[src/hw/rtl/fmss_pkg.sv]
// ----------------------------------------------------------------------------
// fmss_pkg: shared types and constants
// Widths, limits, controller states and the command and status groups that
// join the controller to the datapath.
// ----------------------------------------------------------------------------
package fmss_pkg;

   // Field and register widths
   localparam int INDEX_W = 63;
   localparam int RES_W   = 10;
   localparam int MOD_W   = 11;
   localparam int COUNT_W = 13;
   localparam int PROD_W  = 2 * RES_W;

   // Modulus limits
   localparam int MOD_MAX   = 1024;
   localparam int MOD_RESET = 10;

   // Divider: one quotient bit per cycle over the full dividend
   localparam int DIV_STEPS = INDEX_W;
   localparam int DIV_CNT_W = $clog2(DIV_STEPS);

   typedef enum logic [2:0] {
      ST_IDLE,
      ST_SEARCH,
      ST_DIVIDE_INDEX,
      ST_WALK,
      ST_MULTIPLY,
      ST_DIVIDE_PRODUCT,
      ST_FINISH
   } fmss_state_type;

   // Controller to datapath
   typedef struct packed {
      logic load_index;
      logic init_pair;
      logic step;
      logic start_index_div;
      logic capture_remainder;
      logic multiply;
      logic start_product_div;
      logic load_result;
   } fmss_cmd_type;

   // Datapath to controller
   typedef struct packed {
      logic mod_small;
      logic search_end;
      logic walk_end;
      logic div_done;
      logic rsp_free;
   } fmss_status_type;

endpackage

[src/hw/rtl/fmss_divider.sv]
// ----------------------------------------------------------------------------
// fmss_divider: restoring remainder unit
// Reduces a 63-bit dividend by a 13-bit divisor, one bit per cycle, and
// pulses done with the remainder ready.
// ----------------------------------------------------------------------------
module fmss_divider (
   input  logic                          clock,
   input  logic                          reset,
   input  logic                          start,
   input  logic [fmss_pkg::INDEX_W-1:0]  dividend,
   input  logic [fmss_pkg::COUNT_W-1:0]  divisor,
   output logic                          done,
   output logic [fmss_pkg::COUNT_W-1:0]  remainder
);

   logic                           busy_ff, busy_in;
   logic                           done_ff, done_in;
   logic [fmss_pkg::DIV_CNT_W-1:0] count_ff, count_in;
   logic [fmss_pkg::INDEX_W-1:0]   shift_ff, shift_in;
   logic [fmss_pkg::COUNT_W-1:0]   divisor_ff, divisor_in;
   logic [fmss_pkg::COUNT_W-1:0]   rem_ff, rem_in;
   logic [fmss_pkg::COUNT_W:0]     trial;

   // Shift one dividend bit into the partial remainder and subtract if it fits
   always_comb begin
      trial      = {rem_ff, shift_ff[fmss_pkg::INDEX_W-1]};
      busy_in    = busy_ff;
      done_in    = 1'b0;
      count_in   = count_ff;
      shift_in   = shift_ff;
      divisor_in = divisor_ff;
      rem_in     = rem_ff;
      if (start) begin
         busy_in    = 1'b1;
         count_in   = '0;
         shift_in   = dividend;
         divisor_in = divisor;
         rem_in     = '0;
      end else if (busy_ff) begin
         shift_in = {shift_ff[fmss_pkg::INDEX_W-2:0], 1'b0};
         if (trial >= {1'b0, divisor_ff}) begin
            rem_in = fmss_pkg::COUNT_W'(trial - {1'b0, divisor_ff});
         end else begin
            rem_in = trial[fmss_pkg::COUNT_W-1:0];
         end
         count_in = count_ff + 1'b1;
         if (count_ff == fmss_pkg::DIV_CNT_W'(fmss_pkg::DIV_STEPS - 1)) begin
            busy_in = 1'b0;
            done_in = 1'b1;
         end
      end
   end

   // Control state
   always_ff @(posedge clock) begin
      if (reset) begin
         busy_ff  <= 1'b0;
         done_ff  <= 1'b0;
         count_ff <= '0;
      end else begin
         busy_ff  <= busy_in;
         done_ff  <= done_in;
         count_ff <= count_in;
      end
   end

   // Working registers
   always_ff @(posedge clock) begin
      shift_ff   <= shift_in;
      divisor_ff <= divisor_in;
      rem_ff     <= rem_in;
   end

   assign done      = done_ff;
   assign remainder = rem_ff;

   // A new division never cuts into one in flight
   a_no_restart: assert property (@(posedge clock) disable iff (reset)
      start |-> !busy_ff)
      else $error("divider restarted while busy");

   // The finished remainder lies below the divisor
   a_rem_below: assert property (@(posedge clock) disable iff (reset)
      done_ff |-> (rem_ff < divisor_ff))
      else $error("remainder not below divisor");

endmodule

[src/hw/rtl/fmss_datapath.sv]
// ----------------------------------------------------------------------------
// fmss_datapath: residue pair, counters, product and result register
// Holds the modulus register, steps the Fibonacci pair mod m, feeds the
// shared remainder unit and keeps the result beat until it is taken.
// ----------------------------------------------------------------------------
module fmss_datapath (
   input  logic                          clock,
   input  logic                          reset,
   input  logic                          csr_valid,
   input  logic [fmss_pkg::MOD_W-1:0]    csr_modulus,
   input  logic [fmss_pkg::INDEX_W-1:0]  req_number_index,
   input  fmss_pkg::fmss_cmd_type        cmd,
   output fmss_pkg::fmss_status_type     status,
   input  logic                          rsp_ready,
   output logic                          rsp_valid,
   output logic [fmss_pkg::RES_W-1:0]    rsp_fib_residue,
   output logic [fmss_pkg::RES_W-1:0]    rsp_square_sum_residue
);

   logic [fmss_pkg::MOD_W-1:0]   modulus_ff, modulus_in;
   logic [fmss_pkg::INDEX_W-1:0] index_ff, index_in;
   logic [fmss_pkg::RES_W-1:0]   older_ff, older_in;
   logic [fmss_pkg::RES_W-1:0]   newer_ff, newer_in;
   logic [fmss_pkg::COUNT_W-1:0] step_count_ff, step_count_in;
   logic [fmss_pkg::COUNT_W-1:0] reduced_ff, reduced_in;
   logic [fmss_pkg::PROD_W-1:0]  product_ff, product_in;
   logic                         rsp_valid_ff, rsp_valid_in;
   logic [fmss_pkg::RES_W-1:0]   fib_ff, fib_in;
   logic [fmss_pkg::RES_W-1:0]   square_ff, square_in;

   logic [fmss_pkg::MOD_W-1:0]   mod_eff;
   logic [fmss_pkg::COUNT_W-1:0] mod_wide;
   logic [fmss_pkg::COUNT_W-1:0] limit;
   logic [fmss_pkg::MOD_W-1:0]   pair_sum;
   logic [fmss_pkg::RES_W-1:0]   pair_next;

   logic                         div_start;
   logic [fmss_pkg::INDEX_W-1:0] div_dividend;
   logic [fmss_pkg::COUNT_W-1:0] div_divisor;
   logic                         div_done;
   logic [fmss_pkg::COUNT_W-1:0] div_rem;

   // Saturate the modulus and derive the period search limit of 6m
   always_comb begin
      if (modulus_ff > fmss_pkg::MOD_W'(fmss_pkg::MOD_MAX)) begin
         mod_eff = fmss_pkg::MOD_W'(fmss_pkg::MOD_MAX);
      end else begin
         mod_eff = modulus_ff;
      end
      mod_wide = fmss_pkg::COUNT_W'(mod_eff);
      limit    = (mod_wide << 2) + (mod_wide << 1);
   end

   // Next term: both terms lie below m, so one conditional subtract reduces
   always_comb begin
      pair_sum = fmss_pkg::MOD_W'(older_ff) + fmss_pkg::MOD_W'(newer_ff);
      if (pair_sum >= mod_eff) begin
         pair_next = fmss_pkg::RES_W'(pair_sum - mod_eff);
      end else begin
         pair_next = fmss_pkg::RES_W'(pair_sum);
      end
   end

   // Remainder unit serves both the index and the product reduction
   assign div_start    = cmd.start_index_div | cmd.start_product_div;
   assign div_dividend = cmd.start_index_div ? index_ff
                                             : fmss_pkg::INDEX_W'(product_ff);
   assign div_divisor  = cmd.start_index_div ? step_count_ff : mod_wide;

   fmss_divider u_divider (
      .clock     (clock),
      .reset     (reset),
      .start     (div_start),
      .dividend  (div_dividend),
      .divisor   (div_divisor),
      .done      (div_done),
      .remainder (div_rem)
   );

   // Register updates under command
   always_comb begin
      modulus_in    = modulus_ff;
      index_in      = index_ff;
      older_in      = older_ff;
      newer_in      = newer_ff;
      step_count_in = step_count_ff;
      reduced_in    = reduced_ff;
      product_in    = product_ff;
      rsp_valid_in  = rsp_valid_ff;
      fib_in        = fib_ff;
      square_in     = square_ff;

      if (csr_valid) begin
         modulus_in = csr_modulus;
      end
      if (cmd.load_index) begin
         index_in = req_number_index;
      end
      if (cmd.init_pair) begin
         older_in      = '0;
         newer_in      = fmss_pkg::RES_W'(1);
         step_count_in = '0;
      end else if (cmd.step) begin
         older_in      = newer_ff;
         newer_in      = pair_next;
         step_count_in = step_count_ff + 1'b1;
      end
      if (cmd.capture_remainder) begin
         reduced_in = div_rem;
      end
      if (cmd.multiply) begin
         product_in = fmss_pkg::PROD_W'(older_ff) * fmss_pkg::PROD_W'(newer_ff);
      end

      // Drop the result beat once taken, load a new one when commanded
      if (rsp_valid_ff && rsp_ready) begin
         rsp_valid_in = 1'b0;
      end
      if (cmd.load_result) begin
         rsp_valid_in = 1'b1;
         if (status.mod_small) begin
            fib_in    = '0;
            square_in = '0;
         end else begin
            fib_in    = older_ff;
            square_in = div_rem[fmss_pkg::RES_W-1:0];
         end
      end
   end

   // Control state and configuration
   always_ff @(posedge clock) begin
      if (reset) begin
         modulus_ff   <= fmss_pkg::MOD_W'(fmss_pkg::MOD_RESET);
         rsp_valid_ff <= 1'b0;
      end else begin
         modulus_ff   <= modulus_in;
         rsp_valid_ff <= rsp_valid_in;
      end
   end

   // Payload registers
   always_ff @(posedge clock) begin
      index_ff      <= index_in;
      older_ff      <= older_in;
      newer_ff      <= newer_in;
      step_count_ff <= step_count_in;
      reduced_ff    <= reduced_in;
      product_ff    <= product_in;
      fib_ff        <= fib_in;
      square_ff     <= square_in;
   end

   // Status back to the controller
   always_comb begin
      status.mod_small  = (mod_eff < fmss_pkg::MOD_W'(2));
      status.search_end = ((older_ff == '0) && (newer_ff == fmss_pkg::RES_W'(1))
                           && (step_count_ff != '0)) || (step_count_ff >= limit);
      status.walk_end   = (step_count_ff == reduced_ff);
      status.div_done   = div_done;
      status.rsp_free   = !rsp_valid_ff || rsp_ready;
   end

   assign rsp_valid              = rsp_valid_ff;
   assign rsp_fib_residue        = fib_ff;
   assign rsp_square_sum_residue = square_ff;

   // A waiting result beat is never overwritten
   a_no_overwrite: assert property (@(posedge clock) disable iff (reset)
      cmd.load_result |-> (!rsp_valid_ff || rsp_ready))
      else $error("result beat overwritten");

endmodule

[src/hw/rtl/fmss_controller.sv]
// ----------------------------------------------------------------------------
// fmss_controller: sequencing state machine
// Runs the period search, index reduction, remainder walk and product
// reduction for one item at a time.
// ----------------------------------------------------------------------------
module fmss_controller (
   input  logic                       clock,
   input  logic                       reset,
   input  logic                       req_valid,
   output logic                       req_ready,
   input  fmss_pkg::fmss_status_type  status,
   output fmss_pkg::fmss_cmd_type     cmd
);

   fmss_pkg::fmss_state_type state_ff, state_in;

   // State register
   always_ff @(posedge clock) begin
      if (reset) begin
         state_ff <= fmss_pkg::ST_IDLE;
      end else begin
         state_ff <= state_in;
      end
   end

   // Next state and commands
   always_comb begin
      state_in  = state_ff;
      cmd       = '0;
      req_ready = 1'b0;
      case (state_ff)
         fmss_pkg::ST_IDLE: begin
            req_ready = 1'b1;
            if (req_valid) begin
               cmd.load_index = 1'b1;
               if (status.mod_small) begin
                  state_in = fmss_pkg::ST_FINISH;
               end else begin
                  cmd.init_pair = 1'b1;
                  state_in      = fmss_pkg::ST_SEARCH;
               end
            end
         end
         fmss_pkg::ST_SEARCH: begin
            if (status.search_end) begin
               cmd.start_index_div = 1'b1;
               state_in            = fmss_pkg::ST_DIVIDE_INDEX;
            end else begin
               cmd.step = 1'b1;
            end
         end
         fmss_pkg::ST_DIVIDE_INDEX: begin
            if (status.div_done) begin
               cmd.capture_remainder = 1'b1;
               cmd.init_pair         = 1'b1;
               state_in              = fmss_pkg::ST_WALK;
            end
         end
         fmss_pkg::ST_WALK: begin
            if (status.walk_end) begin
               cmd.multiply = 1'b1;
               state_in     = fmss_pkg::ST_MULTIPLY;
            end else begin
               cmd.step = 1'b1;
            end
         end
         fmss_pkg::ST_MULTIPLY: begin
            cmd.start_product_div = 1'b1;
            state_in              = fmss_pkg::ST_DIVIDE_PRODUCT;
         end
         fmss_pkg::ST_DIVIDE_PRODUCT: begin
            if (status.div_done) begin
               state_in = fmss_pkg::ST_FINISH;
            end
         end
         fmss_pkg::ST_FINISH: begin
            // Hold until the result register frees up
            if (status.rsp_free) begin
               cmd.load_result = 1'b1;
               state_in        = fmss_pkg::ST_IDLE;
            end
         end
         default: begin
            state_in = fmss_pkg::ST_IDLE;
         end
      endcase
   end

endmodule

[src/hw/rtl/fibonacci_mod_square_sum.sv]
// ----------------------------------------------------------------------------
// fibonacci_mod_square_sum: Fibonacci residue and sum of squares mod m
// Top level: controller and datapath, modulus register on the csr_ port.
// ----------------------------------------------------------------------------
// Usage:
//   req_ carries one index n per beat; rsp_ returns F(n) mod m and the sum
//   of F(k)^2 for k up to n, mod m, one beat per request, in order.
//   csr_ writes the 11-bit modulus (reset 10, values above 1024 saturate,
//   below 2 give zero results); csr_ready is always high. Write it only
//   while no request is in flight.
//   With p the Pisano period of m (at most 6m) and r = n mod p, the pair
//   stepper walks the period and then the remainder, one step a cycle, and
//   the shared one-bit-a-cycle remainder unit reduces n and then
//   F(r)*F(r+1). A modulus below 2 skips the search and both reductions;
//   its zero result is loaded as soon as the output register is free.
//   One item is worked on at a time; the next request is taken once the
//   result beat is in the output register, even while it waits there.
//   If the receiver stalls with a beat still held, the next finished item
//   waits in place until the register frees up.
//   Reset is synchronous, active high: it restores the modulus to 10, drops
//   any result beat and returns to idle.
// ----------------------------------------------------------------------------
module fibonacci_mod_square_sum (
   input  logic                          clock,
   input  logic                          reset,
   input  logic                          csr_valid,
   output logic                          csr_ready,
   input  logic [fmss_pkg::MOD_W-1:0]    csr_modulus,
   input  logic                          req_valid,
   output logic                          req_ready,
   input  logic [fmss_pkg::INDEX_W-1:0]  req_number_index,
   output logic                          rsp_valid,
   input  logic                          rsp_ready,
   output logic [fmss_pkg::RES_W-1:0]    rsp_fib_residue,
   output logic [fmss_pkg::RES_W-1:0]    rsp_square_sum_residue
);

   fmss_pkg::fmss_cmd_type    cmd;
   fmss_pkg::fmss_status_type status;

   // Configuration writes land at once
   assign csr_ready = 1'b1;

   fmss_controller u_controller (
      .clock     (clock),
      .reset     (reset),
      .req_valid (req_valid),
      .req_ready (req_ready),
      .status    (status),
      .cmd       (cmd)
   );

   fmss_datapath u_datapath (
      .clock                  (clock),
      .reset                  (reset),
      .csr_valid              (csr_valid),
      .csr_modulus            (csr_modulus),
      .req_number_index       (req_number_index),
      .cmd                    (cmd),
      .status                 (status),
      .rsp_ready              (rsp_ready),
      .rsp_valid              (rsp_valid),
      .rsp_fib_residue        (rsp_fib_residue),
      .rsp_square_sum_residue (rsp_square_sum_residue)
   );

endmodule
[config.mk]
export PLATFORM = sky130hd
export DESIGN_NAME = fibonacci_mod_square_sum
export DESIGN_NICKNAME = d
export VERILOG_FILES = /design/src/hw/rtl/fmss_pkg.sv /design/src/hw/rtl/fmss_divider.sv /design/src/hw/rtl/fmss_datapath.sv /design/src/hw/rtl/fmss_controller.sv /design/src/hw/rtl/fibonacci_mod_square_sum.sv
export SDC_FILE = /design/constraint.sdc
export NUM_CORES = 1
export LEC_CHECK = 0
export ABC_AREA = 1
export BUFFER_PORTS_ARGS = -buffer_cell sky130_fd_sc_hd__clkbuf_2
export CORE_ASPECT_RATIO = 1.1
export CORE_UTILIZATION = 30
export CTS_CLUSTER_SIZE = 40
export DETAILED_ROUTE_END_ITERATION = 8
export SLEW_MARGIN = 10
export SYNTH_ARGS = -nofsm -noshare
export SYNTH_HDL_FRONTEND = slang
export SYNTH_SLANG_ARGS = --single-unit
[constraint.sdc]
create_clock -name clock -period 7 [get_ports clock]
set_input_delay 1.75 -clock clock [delete_from_list [all_inputs] [get_ports clock]]
set_output_delay 1.75 -clock clock [all_outputs]
set_load 0.01 [all_outputs]
==> reports/results.tsv <==
metric	value	unit
start_util	30.4	%
grt_pass1_wl	66.1	mm
finalSetupViolCount	0	
drt-total-wl	40.5	mm
vias_per_cell	4.62	
ctsHoldBuffers	0	
grt_pass1_vias	13033	
multi_input_area	8070	µm²
clk_pin_slew	0.06	ns
dp_hpwl	30.2	mm
synthesis.nets	2233	
synth_top_area_cell	edfxtp_1	
syn_area_per_cell	8.50	µm²
combinationalPowerShare	41.5	%
p_int	0.00410	W
synth.area.top_cells	edfxtp_1, nand2_1, ha_1	
seqPwrFrac	36.6	%
final_max_slew_viol_count	0	
clock_tree.root_cell	clkbuf_16	
pwr-share-clk	21.9	%
htree_num_levels	1	
synth_ff_type	edfxtp_1	
period_share	79.9	%
synth_compound_area_share	6.06	%
drc_errors	0	
synthMuxAreaShare	0	%
synth_area	16700	µm²
finalClockSkew	0.0205	ns
wl_per_cell	14.5	µm
finalHoldViolations	0	
cp_max_fo	64	
fin_hold_ws	0.497	ns
worstSetupStartpointType	flip-flop	
post_cts.repair.setup_buffers	0	
synth_top_area_share	34.5	%
rsz0062_at_grt	no	
clock_sinks	261	
worst_slew_pin_slew	1.25	ns
synth_xor_area_share	2.83	%
fillers	5767	
grt_max_degree	65	
final_cell_mix	nand2_1, inv_1, edfxtp_1	
outcome	completed	
numCtsBuffers	29	
chipHeight	250	µm
antenna-diode-count	0	
period_needed	5.60	ns
synthAdderAreaFrac	16.8	%
finalSetupTns	0	ns
synth_edf_count	192	
postRouteAntennaNets	0	
synth_top_family_by_area	simple AND/OR/NAND/NOR gates	
crit_arrival	5.80	ns
cts_tree	done	
clock_latency	0.57	ns
register_area	7150	µm²
via_count	12919	
grtUsageTotal	14.4	%
yosysWarnings	0	
fmax	179	MHz
worstSetupPathType	reg -> reg	
gp_congestion	0.912	
firstDrtPassIters	5	
drtIter0Drc	897	
syn_inst	1969	
endpoint_kind	flip-flop	
cts_resized	0	
switching_share	41.4	%
crit_required	7.21	ns
yosysSeqAreaShare	42.7	%
grt_overflow	0	
cap_violations	0	
leakage	9.01	nW
core	55000	µm²
numPortBuffers	100	
slew_headroom	16.3	%
dieArea	56700	µm²
synthToLayoutAreaGrowth	12.6	%
ys_types	48	
power_density	371	nW/µm²
drive_gt1_share	8.97	%
layout_commonest_cell	nand2_1	
synthArstFlopShare	0	%
rows	90	
switching_power	0.00290	W
hold_class	reg -> reg	
ir_worst_vdd	0.220	mV
clockBufferDepth	3	
ys_ff_latch	261	
nNetsFinal	2303	
yosys.area_share.simple	22.4	%
ios	102	
antenna_found_initial	0	
die-width	227	µm
per-layer routing:
metal	GRT usage [%]	routed length, µm
met2	25.5	19900
met4	4.35	1090
met1	18.3	18100
met3	1.35	1390
met5	0	0
power by group through the flow:
stage          clock [W]  sequential, W  combinational [W]
2_1_floorplan          0        0.00236            0.00239
3_3_place_gp           0        0.00258            0.00288
3_5_place_dp           0        0.00258            0.00291
4_1_cts          0.00158        0.00256            0.00293
5_1_grt          0.00163        0.00260            0.00336
6_report         0.00154        0.00256            0.00290
path summary, 6_finish.rpt:
kind,start,to,slack [ns],cells past startpoint
max,u_datapath.modulus_ff[10]$_SDFFE_PP0P_,u_datapath.u_divider.shift_ff[5]$_DFFE_PP_,1.40,23
min,u_datapath.modulus_ff[8]$_SDFFE_PP0P_,u_datapath.modulus_ff[8]$_SDFFE_PP0P_,0.50,2
max reg2reg,u_datapath.modulus_ff[10]$_SDFFE_PP0P_,u_datapath.u_divider.shift_ff[5]$_DFFE_PP_,1.40,23
min reg2reg,u_datapath.modulus_ff[8]$_SDFFE_PP0P_,u_datapath.modulus_ff[8]$_SDFFE_PP0P_,0.50,2
stage by stage:
step	worst slack, ns	util, %	area, µm²	std cells	power, W
2_1_floorplan	1.58	-	16700	1969	0.00474
3_3_place_gp	1.55	32.5	17900	2744	0.00546
3_5_place_dp	1.35	32.5	17900	2744	0.00549
4_1_cts	1.34	34.3	18800	2798	0.00707
5_1_grt	0.831	34.3	18800	2798	0.00759
6_report	1.40	34.3	18800	2798	0.00699
synth_stat cells (5+ instances only):
cell type    n
o21ai_0     68
nand3_1    148
inv_2       11
nand4_1     25
inv_1      304
a21oi_1     92
nor2_1     136
nand2_1    553
xor2_1      38
dfxtp_1     69
edfxtp_1   192
o21bai_1     7
nor3_1      11
fa_1        66
buf_4       11
clkbuf_1    32
ha_1       119
a31oi_1      5
xnor2_1     16
buf_2       18
area by class of cell:
class                           count  share of cell area (%)
Clock inverter                     15                   0.850
Tap cell                          736                    4.89
Sequential cell                   261                    37.9
Timing Repair Buffer              105                    2.86
Clock buffer                       39                    4.32
Inverter                          316                    6.32
Multi-Input combinational cell   1326                    42.8
flip-flops by register name, indices dropped and copies added, names as in the netlist, 11 cells and up:
name / flops
u_datapath.u_divider.shift_ff: 63
u_datapath.modulus_ff: 11
u_datapath.reduced_ff: 13
u_datapath.u_divider.divisor_ff: 13
u_datapath.u_divider.remainder: 13
u_datapath.product_ff: 20
u_datapath.step_count_ff: 13
u_datapath.index_ff: 63
worst max-delay path: stages (launching register included):
cell and delay (ns):
dfxtp_1 0.41, inv_2 0.08, a31oi_1 0.55, nor2_1 0.25, ha_1 0.34, fa_1 0.42, nand3_1 0.08, nand3_1 0.12
nand4_1 0.13, nand2_1 0.06, nand2_1 0.09, a21oi_1 0.07, a31oi_1 0.18, ha_1 0.27, nand2_1 0.09, nor2_1 0.06
and2_1 0.16, a21oi_4 0.19, nand3_2 0.10, nand2_4 0.46, nand2_4 0.30, nor2_4 0.33, inv_2 0.04, buf_4 0.36
cell families after synthesis:
logic type,Yosys count
flip-flops,261
AO/OA/AOI/OAI,188
adder cells (fa/ha/maj),185
buffers and inverters,382
XOR/XNOR,54
AND/OR/NAND/NOR,898
other,1
Power figures use the tool's default switching activity.
